===== src/rtl/htet_pkg.sv =====
`timescale 1ns / 1ps
// ----------------------------------------------------------------------------
// Hourly temperature extremes tracker - shared package
// Field widths, reset values and the types passed between the front end,
// the item queue and the back end.
// ----------------------------------------------------------------------------
package htet_pkg;

    localparam int TEMP_W      = 8;
    localparam int SPREAD_W    = 8;
    localparam int PERIOD_W    = 6;
    localparam int SPM_W       = 8;
    localparam int MPP_W       = 6;
    localparam int PPH_W       = 6;
    localparam int QUEUE_DEPTH = 2;

    // Extreme values of the reading range, used to empty the lists.
    localparam logic signed [TEMP_W-1:0] TEMP_LOWEST  = -8'sd128;
    localparam logic signed [TEMP_W-1:0] TEMP_HIGHEST = 8'sd127;

    typedef logic signed [TEMP_W-1:0] t_temp;

    typedef struct packed {
        logic [SPM_W-1:0] sensors_per_minute;
        logic [MPP_W-1:0] minutes_per_period;
        logic [PPH_W-1:0] periods_per_hour;
    } t_cfg;

    // One classified sample on its way to the back end.
    typedef struct packed {
        t_temp               sample;
        logic                period_end;
        logic                hour_end;
        logic [PERIOD_W-1:0] period_num;
    } t_item;

endpackage


===== src/rtl/htet_front.sv =====
`timescale 1ns / 1ps
// ----------------------------------------------------------------------------
// Hourly temperature extremes tracker - front end
// Accepts samples and marks those that close a period or the hour.
// ----------------------------------------------------------------------------
module htet_front import htet_pkg::*; (
    input  logic  i_clk,
    input  logic  i_rst_n,
    input  t_cfg  i_cfg,
    input  logic  i_push,
    input  t_temp i_sample,
    input  logic  i_full,
    output logic  o_push,
    output t_item o_item
);

    logic [SPM_W-1:0]    r_sample_count, n_sample_count;
    logic [MPP_W-1:0]    r_minute, n_minute;
    logic [PERIOD_W-1:0] r_period_idx, n_period_idx;

    logic [SPM_W-1:0] w_spm_lim;
    logic [MPP_W-1:0] w_mpp_lim;
    logic [PPH_W-1:0] w_pph_lim;
    logic             w_minute_end;
    logic             w_period_end;
    logic             w_hour_end;

    // A zero limit counts as one.
    assign w_spm_lim = (i_cfg.sensors_per_minute == '0) ? SPM_W'(1) : i_cfg.sensors_per_minute;
    assign w_mpp_lim = (i_cfg.minutes_per_period == '0) ? MPP_W'(1) : i_cfg.minutes_per_period;
    assign w_pph_lim = (i_cfg.periods_per_hour == '0) ? PPH_W'(1) : i_cfg.periods_per_hour;

    // A counter at or past its limit minus one closes its span now.
    assign w_minute_end = ({1'b0, r_sample_count} + (SPM_W+1)'(1)) >= {1'b0, w_spm_lim};
    assign w_period_end = w_minute_end
                        && (({1'b0, r_minute} + (MPP_W+1)'(1)) >= {1'b0, w_mpp_lim});
    assign w_hour_end   = w_period_end
                        && (({1'b0, r_period_idx} + (PPH_W+1)'(1)) >= {1'b0, w_pph_lim});

    assign o_push = i_push && !i_full;

    always_comb begin
        o_item.sample     = i_sample;
        o_item.period_end = w_period_end;
        o_item.hour_end   = w_hour_end;
        o_item.period_num = r_period_idx + PERIOD_W'(1);
    end

    always_comb begin
        n_sample_count = r_sample_count;
        n_minute       = r_minute;
        n_period_idx   = r_period_idx;
        if (o_push) begin
            n_sample_count = w_minute_end ? '0 : r_sample_count + SPM_W'(1);
            if (w_minute_end) begin
                n_minute = w_period_end ? '0 : r_minute + MPP_W'(1);
            end
            if (w_period_end) begin
                n_period_idx = w_hour_end ? '0 : r_period_idx + PERIOD_W'(1);
            end
        end
    end

    always_ff @(posedge i_clk) begin
        if (!i_rst_n) begin
            r_sample_count <= '0;
            r_minute       <= '0;
            r_period_idx   <= '0;
        end else begin
            r_sample_count <= n_sample_count;
            r_minute       <= n_minute;
            r_period_idx   <= n_period_idx;
        end
    end

endmodule


===== src/rtl/htet_queue.sv =====
`timescale 1ns / 1ps
// ----------------------------------------------------------------------------
// Hourly temperature extremes tracker - item queue
// Short first-in first-out buffer between the front end and the back end.
// ----------------------------------------------------------------------------
module htet_queue import htet_pkg::*; (
    input  logic  i_clk,
    input  logic  i_rst_n,
    input  logic  i_push,
    input  t_item i_item,
    output logic  o_full,
    input  logic  i_pop,
    output logic  o_valid,
    output t_item o_item
);

    localparam int PTR_W = (QUEUE_DEPTH > 1) ? $clog2(QUEUE_DEPTH) : 1;
    localparam int CNT_W = $clog2(QUEUE_DEPTH + 1);

    t_item              r_mem [QUEUE_DEPTH];
    logic [PTR_W-1:0]   r_wr_ptr, r_rd_ptr;
    logic [CNT_W-1:0]   r_count;
    logic               w_wr, w_rd;

    assign o_full  = (r_count == CNT_W'(QUEUE_DEPTH));
    assign o_valid = (r_count != '0);
    assign o_item  = r_mem[r_rd_ptr];
    assign w_wr    = i_push && !o_full;
    assign w_rd    = i_pop && o_valid;

    function automatic logic [PTR_W-1:0] ptr_next(input logic [PTR_W-1:0] p);
        return (p == PTR_W'(QUEUE_DEPTH - 1)) ? '0 : p + PTR_W'(1);
    endfunction

    always_ff @(posedge i_clk) begin
        if (!i_rst_n) begin
            r_wr_ptr <= '0;
            r_rd_ptr <= '0;
            r_count  <= '0;
        end else begin
            if (w_wr) begin
                r_wr_ptr <= ptr_next(r_wr_ptr);
            end
            if (w_rd) begin
                r_rd_ptr <= ptr_next(r_rd_ptr);
            end
            if (w_wr && !w_rd) begin
                r_count <= r_count + CNT_W'(1);
            end else if (w_rd && !w_wr) begin
                r_count <= r_count - CNT_W'(1);
            end
        end
    end

    always_ff @(posedge i_clk) begin
        if (w_wr) begin
            r_mem[r_wr_ptr] <= i_item;
        end
    end

endmodule


===== src/rtl/htet_back.sv =====
`timescale 1ns / 1ps
// ----------------------------------------------------------------------------
// Hourly temperature extremes tracker - back end
// Sorted insertion into both top lists, period spread tracking and the
// result snapshot that is drained one rank at a time.
// ----------------------------------------------------------------------------
module htet_back import htet_pkg::*; #(
    parameter int LIST_DEPTH = 5,
    localparam int RANK_W = (LIST_DEPTH > 1) ? $clog2(LIST_DEPTH) : 1
) (
    input  logic                i_clk,
    input  logic                i_rst_n,
    input  logic                i_valid,
    input  t_item               i_item,
    output logic                o_pop,
    input  logic                i_res_pop,
    output logic                o_res_empty,
    output logic [RANK_W-1:0]   o_rank,
    output t_temp               o_high_value,
    output t_temp               o_low_value,
    output logic [SPREAD_W-1:0] o_best_spread,
    output logic [PERIOD_W-1:0] o_best_period,
    output logic                o_last
);

    localparam logic [RANK_W-1:0] RANK_LAST = RANK_W'(LIST_DEPTH - 1);

    t_temp r_high [LIST_DEPTH];
    t_temp r_low  [LIST_DEPTH];
    t_temp w_ins_high [LIST_DEPTH];
    t_temp w_ins_low  [LIST_DEPTH];
    logic [LIST_DEPTH-1:0] w_ge, w_le;

    t_temp               r_period_min, r_period_max;
    t_temp               w_min, w_max;
    logic                r_spread_valid;
    logic [SPREAD_W-1:0] r_spread_best, n_spread_best, w_spread;
    logic [PERIOD_W-1:0] r_spread_period, n_spread_period;

    t_temp               r_snap_high [LIST_DEPTH];
    t_temp               r_snap_low  [LIST_DEPTH];
    logic [SPREAD_W-1:0] r_snap_spread;
    logic [PERIOD_W-1:0] r_snap_period;
    logic                r_busy;
    logic [RANK_W-1:0]   r_rank;

    logic w_res_pop, w_snap_free, w_load;

    // Lists stay sorted, so the compare vectors are monotonic and the
    // first set bit is where the new reading goes.
    genvar g;
    generate
        for (g = 0; g < LIST_DEPTH; g++) begin : g_list
            assign w_ge[g] = i_item.sample >= r_high[g];
            assign w_le[g] = i_item.sample <= r_low[g];
            if (g == 0) begin : g_head
                assign w_ins_high[g] = w_ge[g] ? i_item.sample : r_high[g];
                assign w_ins_low[g]  = w_le[g] ? i_item.sample : r_low[g];
            end else begin : g_tail
                assign w_ins_high[g] = !w_ge[g]   ? r_high[g] :
                                       !w_ge[g-1] ? i_item.sample : r_high[g-1];
                assign w_ins_low[g]  = !w_le[g]   ? r_low[g] :
                                       !w_le[g-1] ? i_item.sample : r_low[g-1];
            end
        end
    endgenerate

    assign w_min    = (i_item.sample < r_period_min) ? i_item.sample : r_period_min;
    assign w_max    = (i_item.sample > r_period_max) ? i_item.sample : r_period_max;
    assign w_spread = SPREAD_W'(w_max - w_min);

    always_comb begin
        n_spread_best   = r_spread_best;
        n_spread_period = r_spread_period;
        if (i_item.period_end && (!r_spread_valid || (w_spread > r_spread_best))) begin
            n_spread_best   = w_spread;
            n_spread_period = i_item.period_num;
        end
    end

    assign o_last      = (r_rank == RANK_LAST);
    assign w_res_pop   = i_res_pop && r_busy;
    assign w_snap_free = !r_busy || (w_res_pop && o_last);
    assign o_pop       = i_valid && (!i_item.hour_end || w_snap_free);
    assign w_load      = o_pop && i_item.hour_end;

    assign o_res_empty   = !r_busy;
    assign o_rank        = r_rank;
    assign o_high_value  = r_snap_high[0];
    assign o_low_value   = r_snap_low[0];
    assign o_best_spread = r_snap_spread;
    assign o_best_period = r_snap_period;

    always_ff @(posedge i_clk) begin
        if (!i_rst_n) begin
            for (int m = 0; m < LIST_DEPTH; m++) begin
                r_high[m] <= TEMP_LOWEST;
                r_low[m]  <= TEMP_HIGHEST;
            end
            r_period_min    <= TEMP_HIGHEST;
            r_period_max    <= TEMP_LOWEST;
            r_spread_valid  <= 1'b0;
            r_spread_best   <= '0;
            r_spread_period <= '0;
            r_busy          <= 1'b0;
            r_rank          <= '0;
        end else begin
            if (o_pop) begin
                if (i_item.hour_end) begin
                    for (int m = 0; m < LIST_DEPTH; m++) begin
                        r_high[m] <= TEMP_LOWEST;
                        r_low[m]  <= TEMP_HIGHEST;
                    end
                    r_period_min    <= TEMP_HIGHEST;
                    r_period_max    <= TEMP_LOWEST;
                    r_spread_valid  <= 1'b0;
                    r_spread_best   <= '0;
                    r_spread_period <= '0;
                end else begin
                    for (int m = 0; m < LIST_DEPTH; m++) begin
                        r_high[m] <= w_ins_high[m];
                        r_low[m]  <= w_ins_low[m];
                    end
                    if (i_item.period_end) begin
                        r_period_min   <= TEMP_HIGHEST;
                        r_period_max   <= TEMP_LOWEST;
                        r_spread_valid <= 1'b1;
                    end else begin
                        r_period_min <= w_min;
                        r_period_max <= w_max;
                    end
                    r_spread_best   <= n_spread_best;
                    r_spread_period <= n_spread_period;
                end
            end
            if (w_load) begin
                r_busy <= 1'b1;
                r_rank <= '0;
            end else if (w_res_pop) begin
                if (o_last) begin
                    r_busy <= 1'b0;
                    r_rank <= '0;
                end else begin
                    r_rank <= r_rank + RANK_W'(1);
                end
            end
        end
    end

    always_ff @(posedge i_clk) begin
        if (w_load) begin
            for (int m = 0; m < LIST_DEPTH; m++) begin
                r_snap_high[m] <= w_ins_high[m];
                r_snap_low[m]  <= w_ins_low[m];
            end
            r_snap_spread <= n_spread_best;
            r_snap_period <= n_spread_period;
        end else if (w_res_pop) begin
            for (int m = 0; m < LIST_DEPTH - 1; m++) begin
                r_snap_high[m] <= r_snap_high[m+1];
                r_snap_low[m]  <= r_snap_low[m+1];
            end
        end
    end

endmodule


===== src/rtl/hourly_temperature_extremes_tracker.sv =====
`timescale 1ns / 1ps
// ----------------------------------------------------------------------------
// Hourly temperature extremes tracker - top level
// Keeps the largest and smallest readings of each hour and the widest
// per-period spread, and reports them as ranked items at the end of the hour.
// ----------------------------------------------------------------------------
// Throughput: one sample accepted every cycle; the front end never stalls
// while the back end keeps pace, which it does except when an hour ends while
// the previous hour's results have not yet all been popped.
// Results: an hour's last sample is written into the item queue, and the first
// result item of the hour is on the outputs once the back end has taken it and
// loaded the result snapshot; the hour's LIST_DEPTH items are taken one per pop.
// Reset: synchronous, active low; clears counters, lists, spread state and the
// result buffer, and restores the configuration registers to 8, 10 and 6.
// ----------------------------------------------------------------------------
module hourly_temperature_extremes_tracker import htet_pkg::*; #(
    parameter int LIST_DEPTH = 5,
    localparam int RANK_W = (LIST_DEPTH > 1) ? $clog2(LIST_DEPTH) : 1
) (
    input  logic                i_clk,
    input  logic                i_rst_n,

    // Configuration port
    input  logic                psel,
    input  logic                penable,
    input  logic                pwrite,
    input  logic [3:0]          paddr,
    input  logic [31:0]         pwdata,
    output logic [31:0]         prdata,
    output logic                pready,

    // Sample side
    input  logic                push,
    output logic                full,
    input  t_temp               i_sample,

    // Result side
    output logic                empty,
    input  logic                pop,
    output logic [RANK_W-1:0]   o_rank,
    output t_temp               o_high_value,
    output t_temp               o_low_value,
    output logic [SPREAD_W-1:0] o_best_spread,
    output logic [PERIOD_W-1:0] o_best_period,
    output logic                o_last
);

    // Register map: one 32-bit word per register.
    localparam logic [1:0] REG_SPM = 2'd0;
    localparam logic [1:0] REG_MPP = 2'd1;
    localparam logic [1:0] REG_PPH = 2'd2;

    t_cfg  r_cfg;
    logic  w_cfg_wr;
    logic  w_front_push;
    t_item w_front_item;
    logic  w_queue_valid;
    t_item w_queue_item;
    logic  w_back_pop;

    // ------------------------------------------------------------------------
    // Configuration registers. The port always completes in its access cycle,
    // and writes to addresses beyond the map are dropped.
    // ------------------------------------------------------------------------
    assign pready   = 1'b1;
    assign w_cfg_wr = psel && penable && pwrite && pready;

    always_ff @(posedge i_clk) begin
        if (!i_rst_n) begin
            r_cfg.sensors_per_minute <= SPM_W'(8);
            r_cfg.minutes_per_period <= MPP_W'(10);
            r_cfg.periods_per_hour   <= PPH_W'(6);
        end else if (w_cfg_wr) begin
            unique case (paddr[3:2])
                REG_SPM: r_cfg.sensors_per_minute <= pwdata[SPM_W-1:0];
                REG_MPP: r_cfg.minutes_per_period <= pwdata[MPP_W-1:0];
                REG_PPH: r_cfg.periods_per_hour   <= pwdata[PPH_W-1:0];
                default: ;
            endcase
        end
    end

    always_comb begin
        unique case (paddr[3:2])
            REG_SPM: prdata = 32'(r_cfg.sensors_per_minute);
            REG_MPP: prdata = 32'(r_cfg.minutes_per_period);
            REG_PPH: prdata = 32'(r_cfg.periods_per_hour);
            default: prdata = '0;
        endcase
    end

    // ------------------------------------------------------------------------
    // Front end: counts samples into minutes, periods and hours and tags
    // each item with whether it closes a period or the hour.
    // ------------------------------------------------------------------------
    htet_front u_front (
        .i_clk    (i_clk),
        .i_rst_n  (i_rst_n),
        .i_cfg    (r_cfg),
        .i_push   (push),
        .i_sample (i_sample),
        .i_full   (full),
        .o_push   (w_front_push),
        .o_item   (w_front_item)
    );

    // ------------------------------------------------------------------------
    // Queue between the two halves, so that a back end waiting for the
    // result buffer does not hold up the input at once.
    // ------------------------------------------------------------------------
    htet_queue u_queue (
        .i_clk   (i_clk),
        .i_rst_n (i_rst_n),
        .i_push  (w_front_push),
        .i_item  (w_front_item),
        .o_full  (full),
        .i_pop   (w_back_pop),
        .o_valid (w_queue_valid),
        .o_item  (w_queue_item)
    );

    // ------------------------------------------------------------------------
    // Back end: list insertion, spread tracking and the result buffer. An
    // hour-closing item waits here only while the previous results drain.
    // ------------------------------------------------------------------------
    htet_back #(
        .LIST_DEPTH (LIST_DEPTH)
    ) u_back (
        .i_clk         (i_clk),
        .i_rst_n       (i_rst_n),
        .i_valid       (w_queue_valid),
        .i_item        (w_queue_item),
        .o_pop         (w_back_pop),
        .i_res_pop     (pop),
        .o_res_empty   (empty),
        .o_rank        (o_rank),
        .o_high_value  (o_high_value),
        .o_low_value   (o_low_value),
        .o_best_spread (o_best_spread),
        .o_best_period (o_best_period),
        .o_last        (o_last)
    );

    // ------------------------------------------------------------------------
    // Checks
    // ------------------------------------------------------------------------

    // An empty result buffer always restarts at the top rank.
    a_rank_idle: assert property (@(posedge i_clk) disable iff (!i_rst_n)
        empty |-> (o_rank == '0))
        else $error("rank not at zero while result buffer is empty");

    // Taking a result that is not the final one exposes the next rank.
    a_rank_step: assert property (@(posedge i_clk) disable iff (!i_rst_n)
        (pop && !empty && !o_last) |=>
            (!empty && (o_rank == $past(o_rank) + RANK_W'(1))))
        else $error("result rank did not advance after a pop");

    // The result buffer only drains after its final item has been taken.
    a_empty_rise: assert property (@(posedge i_clk) disable iff (!i_rst_n)
        $rose(empty) |-> ($past(pop) && $past(o_last)))
        else $error("result buffer emptied before its final item was taken");

endmodule


===== config.mk =====
export PLATFORM = sky130hd
export DESIGN_NAME = hourly_temperature_extremes_tracker
export DESIGN_NICKNAME = d
export VERILOG_FILES = /design/src/rtl/htet_pkg.sv /design/src/rtl/htet_front.sv /design/src/rtl/htet_queue.sv /design/src/rtl/htet_back.sv /design/src/rtl/hourly_temperature_extremes_tracker.sv
export SDC_FILE = /design/constraint.sdc
export NUM_CORES = 1
export LEC_CHECK = 0
export ABC_AREA = 1
export ABC_CLOCK_PERIOD_IN_PS = 8000
export BUFFER_PORTS_ARGS = -buffer_cell sky130_fd_sc_hd__buf_2
export CAP_MARGIN = 20
export CORE_ASPECT_RATIO = 0.8
export CORE_MARGIN = 5
export CORE_UTILIZATION = 45
export CTS_CLUSTER_SIZE = 8
export DETAILED_ROUTE_END_ITERATION = 10
export PLACE_DENSITY = 0.63
export SYNTH_ARGS = -nofsm -noshare
export SYNTH_HDL_FRONTEND = slang
export SYNTH_SLANG_ARGS = --single-unit
export TNS_END_PERCENT = 10

===== constraint.sdc =====
create_clock -name i_clk -period 8 [get_ports i_clk]
set_input_delay 1.2 -clock i_clk [delete_from_list [all_inputs] [get_ports i_clk]]
set_output_delay 1.2 -clock i_clk [all_outputs]
set_load 0.02 [all_outputs]

==> impl_metrics.ini, run 1 <==
[yosys]
syn-cell-area_um2 = 16300
synth_ff_type = edfxtp_1
synthCells = 1854
synth_seq_area_share_pct = 47.7
synth-async-reset-ratio_pct = 0
avgSynthCellArea_um2 = 8.80
synth_edf_count = 206
yosysWarnings = 0
synth_seq_cells = 286
yosysUniqueCellTypes = 49

[die]
pin_count = 120
core_um2 = 35800
die-area_um2 = 40200
die_w_um = 223
initial_core_util_pct = 45.5
dieHeight_um = 180
rows = 62

[worst_setup_path]
cp.required_ns = 8.28
crit_path_frequent_cell = nand2_1
arrival_ns = 7.34
cpMaxStageDelayCell = dfxtp_1
critPathMaxFanout = 26
worst_setup_path_start_kind = register
critical_path_class = register to register
slowest_delay_ns = 0.70
end_kind = register
critical-path-top-delay-family = simple AND/OR/NAND/NOR gates
cp_num_buf_inv = 6

[grt]
antenna_found_initial = 0
track_usage_pct = 18.7
grt_overflow = 0
grt_max_degree = 83
grt_pass1_wl_um = 62300
grt_pass1_vias = 12100

[finish]
drive_above_1_share_pct = 8.58
nets = 2102
post-route-cell-area_um2 = 18200
post-route-util_pct = 50.7
syn_to_final_growth_pct = 11.4
diodes = 0

[timing]
fin_worst_skew_ns = 0.0114
finalHoldViolations = 0
achievable-frequency_mhz = 142
slew_headroom_pct = 31.2
slew_viol_final = 0
report.final.setup_viol = 0
worst_pin_slew_ns = 1.03
finalCritPeriodShare_pct = 88.2
finalSetupTns_ns = 0
rsz0062_at_grt = false
layout_setup_ws_ns = 0.944
layout_min_cycle_time_ns = 7.06

[detailed_routing]
routed-via-count = 12600
vias_per_cell = 5.20
routed_wl_um = 38200
drt_iter0_markers = 1100
antenna_left = 0
drt_first_pass_iters = 5
wl_per_cell_um = 15.8
route.detailed.drc = 0

[clocking]
cts_sinks = 286
cts_buffers = 41
cts_tree = done
htreeDepth = 2
cts_hold_buf = 0
post_cts_buffers = 0
cts.clk_slew.worst_paths_ns = 0.05
cts_buffer_depth = 3
cts_repair_resize_count = 0
clk_latency_ns = 0.54
cts_root_buffer = clkbuf_16

[flow_run]
maxCapViolCount = 0

[power_and_ir_drop]
leakagePower_nw = 7.84
powerDensity_nw_per_um2 = 489
finalPower_mw = 8.88
ir_worst_vdd_mv = 0.351

[hold_path]
hp-class = register to register

[place]
place.port_buffers = 68
place_area_um2 = 16900
post-place-ws_ns = 0.998
place_hpwl_um = 25200
gp_congestion = 0.871

[outcome]
status = complete, no violations
-- synth_stat cells, types with 15 or more instances --
| cell type | n | area share, % |
|---|---|---|
| nand2_1 | 393 | 9.0 |
| inv_1 | 245 | 5.6 |
| edfxtp_1 | 206 | 38 |
| ha_1 | 136 | 10 |
| a21oi_1 | 112 | 3.4 |
| nor2_1 | 109 | 2.5 |
| o21ai_0 | 109 | 3.3 |
| dfxtp_1 | 80 | 9.8 |
| nand3_1 | 75 | 2.3 |
| o21ai_1 | 57 | 1.7 |
| o211ai_1 | 44 | 2.0 |
| buf_2 | 37 | 1.1 |
| buf_4 | 29 | 1.3 |
| a31oi_1 | 26 | 1.0 |
| o22ai_1 | 24 | 0.92 |
| nand4_1 | 22 | 0.84 |
| clkbuf_1 | 17 | 0.39 |
| xor2_1 | 17 | 0.91 |
| o21a_1 | 15 | 0.69 |
-- registers in the layout, summed over array words and instances (netlist names), 2 cells and up, named ones only --
| register | flops |
|---|---|
| u_back.r_spread_period | 6 |
| r_cfg | 20 |
| u_queue.r_count | 2 |
| u_back.r_spread_best | 8 |
| u_back.r_high | 40 |
| u_back.o_rank | 3 |
| u_front.r_minute | 6 |
| u_back.r_period_max | 8 |
| u_back.r_snap_low | 40 |
| u_back.o_best_spread | 8 |
| u_queue.r_mem | 32 |
| u_back.r_low | 40 |
| u_back.o_best_period | 6 |
| u_front.r_period_idx | 6 |
| u_back.r_period_min | 8 |
| u_front.r_sample_count | 8 |
| u_back.r_snap_high | 40 |
-- layer usage --
layer  vias up  wire length, um  track usage [%]
li1       6408                -                -
met1      5854            19100             27.9
met2       293            16100             28.2
met3        56             2330             3.31
met4         0              743             4.88
met5         -                0                0
-- cells by family (layout without fill, tap and decap cells) --
family,after synthesis,after routing,synth area share (%)
and+or+nand+nor,644,644,16.6
muxes,1,1,0.0614
other,2,25,0.0460
DFF,286,286,47.7
adders and majority gates,137,137,10.6
buffers and inverters,346,415,9.08
AOI/OAI and AO/OA,419,419,14.9
xor gates and xnor gates,19,19,1.02
-- layout by cell type, fill, tap and decap left out, types with 6 or more instances in the layout --
master       n
nand2_1    391
inv_1      244
edfxtp_1   206
ha_1       136
a21oi_1    112
o21ai_0    109
nor2_1     108
dfxtp_1     80
nand3_1     75
buf_2       68
o21ai_1     57
o211ai_1    44
clkbuf_16   42
clkbuf_1    31
a31oi_1     26
conb_1      25
o22ai_1     24
nand4_1     22
xor2_1      17
o21a_1      15
or2_1       13
inv_2       11
buf_4       11
o21ai_2      9
and2_1       8
a21o_1       6
o221ai_1     6
-- layout make-up --
class                           count  area (um2)
Sequential cell                   286        7790
Clock inverter                      2        36.3
Timing Repair Buffer               81         462
Multi-Input combinational cell   1245        7150
Fill cell                        3339       17700
Inverter                          259         977
Tap cell                          480         601
Clock buffer                       73        1170
-- final timing paths --
| check | start | endpoint | slack [ns] | cells after the start |
|---|---|---|---|---|
| worst min register to register | u_queue.r_rd_ptr | u_queue.r_rd_ptr | 0.45 | 1 |
| worst max-delay path | register | u_back.o_best_spread[3] | 0.94 | 31 |
| worst min-delay path | u_queue.r_rd_ptr | u_queue.r_rd_ptr | 0.45 | 1 |
| worst max register to register | register | u_back.o_best_spread[3] | 0.94 | 31 |
-- where the power goes --
part | total, mW | switching (mW) | internal (mW)
clock | 1.64 | 0.654 | 0.984
combinational | 4.63 | 3.15 | 1.48
sequential | 2.61 | 0.188 | 2.42
-- worst register-to-register path, delay by kind of cell, from the launching register on --
kind	cells	cell delay, ns
AND/OR/NAND/NOR	16	2.03
AO/OA/AOI/OAI	6	1.91
adder cells (fa/ha/maj)	3	1.12
buffers and inverters	6	1.04
flip-flops	1	0.70
-- stage by stage --
| stage | hold slack, ns | instances |
|---|---|---|
| after floorplan | 0.426 | 1877 |
| after global placement | 0.436 | 2349 |
| after detailed placement | 0.447 | 2349 |
| after CTS | 0.455 | 2424 |
| after global routing | 0.484 | 2426 |
| final | 0.453 | 2426 |
(Power assumes the default switching activity.)
==> inputs of run 2 (changes only) <==
--- a/config.mk
+++ b/config.mk
@@ -12,6 +12,7 @@
 export CORE_ASPECT_RATIO = 0.8
 export CORE_MARGIN = 5
 export CORE_UTILIZATION = 45
+export CTS_BUF_LIST = sky130_fd_sc_hd__clkbuf_2
 export CTS_CLUSTER_SIZE = 8
 export DETAILED_ROUTE_END_ITERATION = 10
 export PLACE_DENSITY = 0.63
==> impl_metrics.ini, run 2 (synthesized netlist as in run 1, its figures left out) <==
[power_and_ir_drop]
leakagePower_nw = 7.82
powerDensity_nw_per_um2 = 470
clockPowerShare_pct = 13.0
seqPwrFrac_pct = 31.3
ir_worst_vdd_mv = 0.341
switching_share_pct = 47.7
switching_power_mw = 3.96
finalPower_mw = 8.31
p_int_mw = 4.35
share_comb_of_total_power_pct = 55.7

[hold_path]
hp-class = register to register
hold_path_depth = 2

[clocking]
cts_root_buffer = clkbuf_2
cts_buffer_depth = 3
cts_sinks = 286
clk_latency_ns = 0.93
cts_buffers = 76
cts_tree = done
cts_hold_buf = 0
post_cts_buffers = 0
cts.clk_slew.worst_paths_ns = 0.09
cts_repair_resize_count = 0
htreeDepth = 3

[worst_setup_path]
worst_setup_path_start_kind = register
rr_worst_depth = 30
critical_path_class = register to register
critPathMaxFanout = 26
slowest_delay_ns = 0.70
arrival_ns = 7.72
end_kind = register
crit_path_frequent_cell = nand2_1
cp.required_ns = 8.60
cpMaxStageDelayCell = dfxtp_1

[finish]
final_common_cell = nand2_1
nets = 2137
multi_input_area_um2 = 7150
drive_above_1_share_pct = 12.4
register_area_um2 = 7790
post-route-util_pct = 49.4
final_cells = 2486
final_cell_mix = 391 x nand2_1, 244 x inv_1, 206 x edfxtp_1, 136 x ha_1, 119 x clkbuf_2
syn_to_final_growth_pct = 8.45
fill_cells = 3442

[detailed_routing]
vias_per_cell = 5.18
routed_wl_um = 38200
antenna_left = 0
routed-via-count = 12900
route.detailed.drc = 0
wl_per_cell_um = 15.4
drt_first_pass_iters = 5
drt_iter0_markers = 991

[grt]
grt_overflow = 0
grt_pass1_wl_um = 62000
grt_max_degree = 83
grt_pass1_vias = 12300
track_usage_pct = 18.7
antenna_found_initial = 1

[flow_run]
maxCapViolCount = 0

[timing]
finalCritPeriodShare_pct = 89.0
report.final.setup_viol = 0
fin_worst_skew_ns = 0.0756
achievable-frequency_mhz = 140
slew_headroom_pct = 30.9
finalHoldViolations = 0
layout_min_cycle_time_ns = 7.12
finalSetupTns_ns = 0
slew_viol_final = 0
rsz0062_at_grt = false
worst_pin_slew_ns = 1.03

[place]
place.port_buffers = 68
place_hpwl_um = 25200
gp_congestion = 0.871
post-place-cells = 2349

[outcome]
status = complete, no violations

[die]
core_um2 = 35800
pin_count = 120
die-area_um2 = 40200
dieHeight_um = 180
initial_core_util_pct = 45.5
rows = 62
die_w_um = 223
[run 2: cell types whose count changed in the layout (fill, tap and decap cells not counted), sizes merged]
cell,delta
clkbuf,+46
inv,+2
diode,+1
clkinv,+8
bufinv,+2
clkinvlp,+1
[run 2: worst max-delay path, delay by kind of cell (launching register included)]
family / cells / cell delay [ns]
AOI/OAI and AO/OA: 7 / 1.88
and+or+nand+nor: 12 / 1.64
adders and majority gates: 4 / 1.37
buffers and inverters: 6 / 1.03
DFF: 1 / 0.70
xor gates and xnor gates: 1 / 0.16
[run 2: path summary, 6_finish.rpt]
path	startpoint	endpoint	slack, ns
worst min register to register	u_back.r_spread_valid	u_back.r_spread_valid	0.46
worst max register to register	register	u_back.o_best_spread[3]	0.88
worst max-delay path	register	u_back.o_best_spread[3]	0.88
worst min-delay path	u_back.r_spread_valid	u_back.r_spread_valid	0.46
[run 2: power groups by stage]
stage,Sequential [mW],Clock [mW],Combinational (mW)
after floorplan,2.69,0,3.49
after global placement,2.63,0,4.46
after detailed placement,2.64,0,4.56
after CTS,2.61,1.12,4.60
after global routing,2.65,1.21,5.30
final,2.60,1.08,4.63
[run 2: area by class of cell]
class                      instances  area share (%)
clock buffer                     119            3.37
multi-input combinational       1245            40.4
timing repair buffer              81            2.61
inverter                         259            5.52
antenna                            1          0.0141
sequential                       286            44.0
tap                              480            3.40
clock inverter                    15           0.665
[run 2: per-layer routing]
metal  wire [um]  GRT usage, %  vias up
met5           0             0        -
met1       19100          27.8     5948
met2       15800          27.5      346
met4         766          5.63        0
li1            -             -     6521
met3        2510          4.12       68
[run 2: stage by stage]
step	hold slack, ns	instance area, um2	worst slack [ns]
6_report	0.459	17700	0.879
5_1_grt	0.352	17700	0.165
4_1_cts	0.340	17600	0.878
3_5_place_dp	0.447	16900	0.998
3_3_place_gp	0.436	16900	1.05
2_1_floorplan	0.426	16400	2.81
